--- config.mk ---
export PLATFORM = sky130hd
export DESIGN_NAME = ipacl_ram
export DESIGN_NICKNAME = d
export VERILOG_FILES = /design/src/ipacl_ram.sv
export SDC_FILE = /design/constraint.sdc
export NUM_CORES = 1
export LEC_CHECK = 0
export BUFFER_PORTS_ARGS = -buffer_cell sky130_fd_sc_hd__buf_2
export CORE_MARGIN = 2
export CORE_UTILIZATION = 35
export DETAILED_ROUTE_END_ITERATION = 8
export PLACE_DENSITY = 0.48
export SLEW_MARGIN = 20
export SYNTH_ARGS = -nofsm -noshare
export SYNTH_HDL_FRONTEND = slang
export SYNTH_SLANG_ARGS = --single-unit
--- constraint.sdc ---
create_clock -name clock -period 3.5 [get_ports clock]
set_input_delay 0.35 -clock clock [delete_from_list [all_inputs] [get_ports clock]]
set_output_delay 0.35 -clock clock [all_outputs]
set_load 0.02 [all_outputs]
--- src/ipacl_ram.sv ---
// Generic single-write, single-read synchronous RAM with registered read data.
module ipacl_ram #(
   parameter int WIDTH = 8,
   parameter int DEPTH = 64,
   parameter int AW    = $clog2(DEPTH)
) (
   input  logic             clock,
   input  logic             wr_en,
   input  logic [AW-1:0]    wr_addr,
   input  logic [WIDTH-1:0] wr_data,
   input  logic             rd_en,
   input  logic [AW-1:0]    rd_addr,
   output logic [WIDTH-1:0] rd_data
);

   logic [WIDTH-1:0] mem_ff [DEPTH];
   logic [WIDTH-1:0] rd_data_ff;

   always_ff @(posedge clock) begin
      if (wr_en) begin
         mem_ff[wr_addr] <= wr_data;
      end
      if (rd_en) begin
         rd_data_ff <= mem_ff[rd_addr];
      end
   end

   assign rd_data = rd_data_ff;

endmodule

==> results_dict.tcl <==
set metrics [dict create \
    crit_path_max_fanout 30 \
    postCtsSetupBuffers 0 \
    synth_top_area_share_pct 77.1 \
    place.gp.congestion 0.765 \
    hp-class "in -> reg" \
    grt_pass1_vias 10100 \
    grt-ovfl-total 0 \
    synth_edf_count 520 \
    drc 0 \
    ys_types 39 \
    dr.first_iter.drc_count 828 \
    synth_cells 940 \
    clk_pin_slew_ns 0.06 \
    wirelength_um 49300 \
    io_pins 31 \
    grt_pass1_wl_um 71800 \
    die_x_um 245 \
    tightest_slew_ns 1.07 \
    fin_nets 1083 \
    start_util_pct 35.2 \
    multi_input_area_um2 4320 \
    post-place-ws_ns 0.554 \
    start_kind "input port" \
    ys_top_cells_by_area "edfxtp_1 (77%), mux4_2 (14%), nor2_1 (1.5%)" \
    antenna_found_initial 2 \
    detail-route-antenna-nets 0 \
    wire_per_inst_um 26.4 \
    max_cap_violations 0 \
    status "finished clean" \
    cts_max_level 2 \
    die_h_um 245 \
    num_rows 88 \
    layout_setup_ws_ns 1.23 \
    ys_async_sr_fraction_pct 0 \
    yosysTopAreaCell "edfxtp_1" \
    ctsResizeCount 0 \
    setup-violations-final 0 \
    max_slew_margin_pct 28.9 \
    seq_area_frac_synth_pct 77.1 \
    dieArea_um2 59800 \
    via_count 9695 \
    reg2reg_from "mem_ff[29][6]$_DFFE_PP_" \
    root_buffer "clkbuf_16" \
    numPortBuffers 30 \
    worstHoldStart "rd_en" \
    fin_crit_ns 2.27 \
    avgViaCountPerCell 5.19 \
    synth_nets 963 \
    cts_buffers 54 \
    critical_path_class "in -> reg" \
    p_leak_nw 7.42 \
    regArea_um2 15600 \
    peakVddDrop_uv 303 \
    dp_hpwl_um 30900 \
    finalMaxSlewViolations 0 \
    synth_ff_type "edfxtp_1" \
    arrival_ns 2.61 \
    drive_gt1_share_pct 30.4 \
    yosysWarnings 0 \
    post-route-period-util_pct 64.9 \
    hold_buffers 0 \
    cts_buffer_depth 3 \
    finalClockSkew_ns 0.0147 \
    hold_viol 0 \
    power_density_nw_per_um2 564 \
    diodes 0 \
    drt-pass1-iter-count 7 \
    crit_start "rd_addr[1]" \
    clock-sinks 520 \
    grt_max_degree 65 \
    syn-cell-area_um2 20200 \
    track_usage_pct 16.8 \
    cts_tree "built" \
    fmax_mhz 440 \
    setup_tns_ns 0 \
    fillers 5127 \
    clock_latency_ns 0.60 \
    area_growth_pct 16.1 \
    rsz0062_at_grt "no" \
    syn_area_per_cell_um2 21.5 \
    crit_required_ns 3.83 \
    cp-end-kind "register" \
    core-area_um2 57500 \
    hold_slack_ns 0.166 \
    synth_seq_cells 520 \
]
[cells in the mapped netlist (11+ instances only)]
| library cell | n |
|---|---|
| nor2b_1 | 14 |
| mux4_2 | 126 |
| nand3_1 | 13 |
| buf_4 | 13 |
| nand2_1 | 19 |
| mux2_2 | 13 |
| buf_2 | 11 |
| edfxtp_1 | 520 |
| nor2_1 | 83 |
| mux2i_1 | 23 |
| clkbuf_1 | 17 |
[worst paths after layout]
kind,endpoint,slack [ns],cells past startpoint
setup reg to reg,rd_data[6]$_DFFE_PP_,1.31,5
setup / recovery,rd_data[1]$_DFFE_PP_,1.23,6
hold reg to reg,rd_data[6]$_DFFE_PP_,0.90,3
hold / removal,rd_data[2]$_DFFE_PP_,0.17,1
[per-stage QoR]
step / power, W / utilization (%) / cells / area, µm²
finish: 0.0133 / 40.9 / 1867 / 23500
detailed placement: 0.00774 / 37.9 / 1769 / 21800
global placement: 0.00774 / 37.9 / 1769 / 21800
CTS: 0.0134 / 40.9 / 1867 / 23500
floorplan: 0.00743 / - / 940 / 20200
global route: 0.0137 / 40.9 / 1867 / 23500
[per-layer routing]
metal  vias to the layer above  GRT usage [%]  share of wire, %
li1                       4185              -                 -
met1                      5215           23.4                45
met4                         2           4.64               2.2
met2                       225           27.2                48
met5                         -              0             0.020
met3                        68           3.04               4.3
[cells in the final DEF (no fill, tap or decap), types with 8 or more instances in the layout]
cell type / count
buf_4: 83
mux2i_1: 23
nor2b_1: 14
nor2_1: 83
mux4_2: 126
clkinv_2: 15
nand2_1: 19
clkbuf_1: 10
clkbuf_16: 57
o22ai_1: 8
clkinv_1: 9
edfxtp_1: 520
nand3_1: 13
buf_2: 25
o221ai_1: 8
mux2_2: 13
[flip-flops by register name, indices dropped and copies added, names as in the netlist]
register,flops
rd_data,8
mem_ff,512
[layout make-up]
class,count,area share [%]
sequential,520,66.4
multi-input combinational,369,18.4
clock buffer,67,6.23
tap,765,4.07
timing repair buffer,115,3.75
clock inverter,31,1.17
[worst max-delay path, cell delays in order]
cell       delay (ns)
buf_4            0.42
buf_12           0.27
mux4_2           0.53
mux2_2           0.30
a221oi_1         0.58
o2bb2ai_1        0.16
[power by group]
| part | total, W | internal, W | switching, W |
|---|---|---|---|
| registers | 0.00693 | 0.00691 | 0.0000181 |
| clock network | 0.00567 | 0.00332 | 0.00236 |
| logic | 0.000665 | 0.000252 | 0.000413 |
[kinds of logic after synthesis]
group	Yosys count	share of synthesized area, %
compound gates	54	2.06
buf+inv	51	1.56
mux	162	15.9
flops	520	77.1
simple gates	153	3.37
Note: power is estimated with default switching activity, not from simulation.
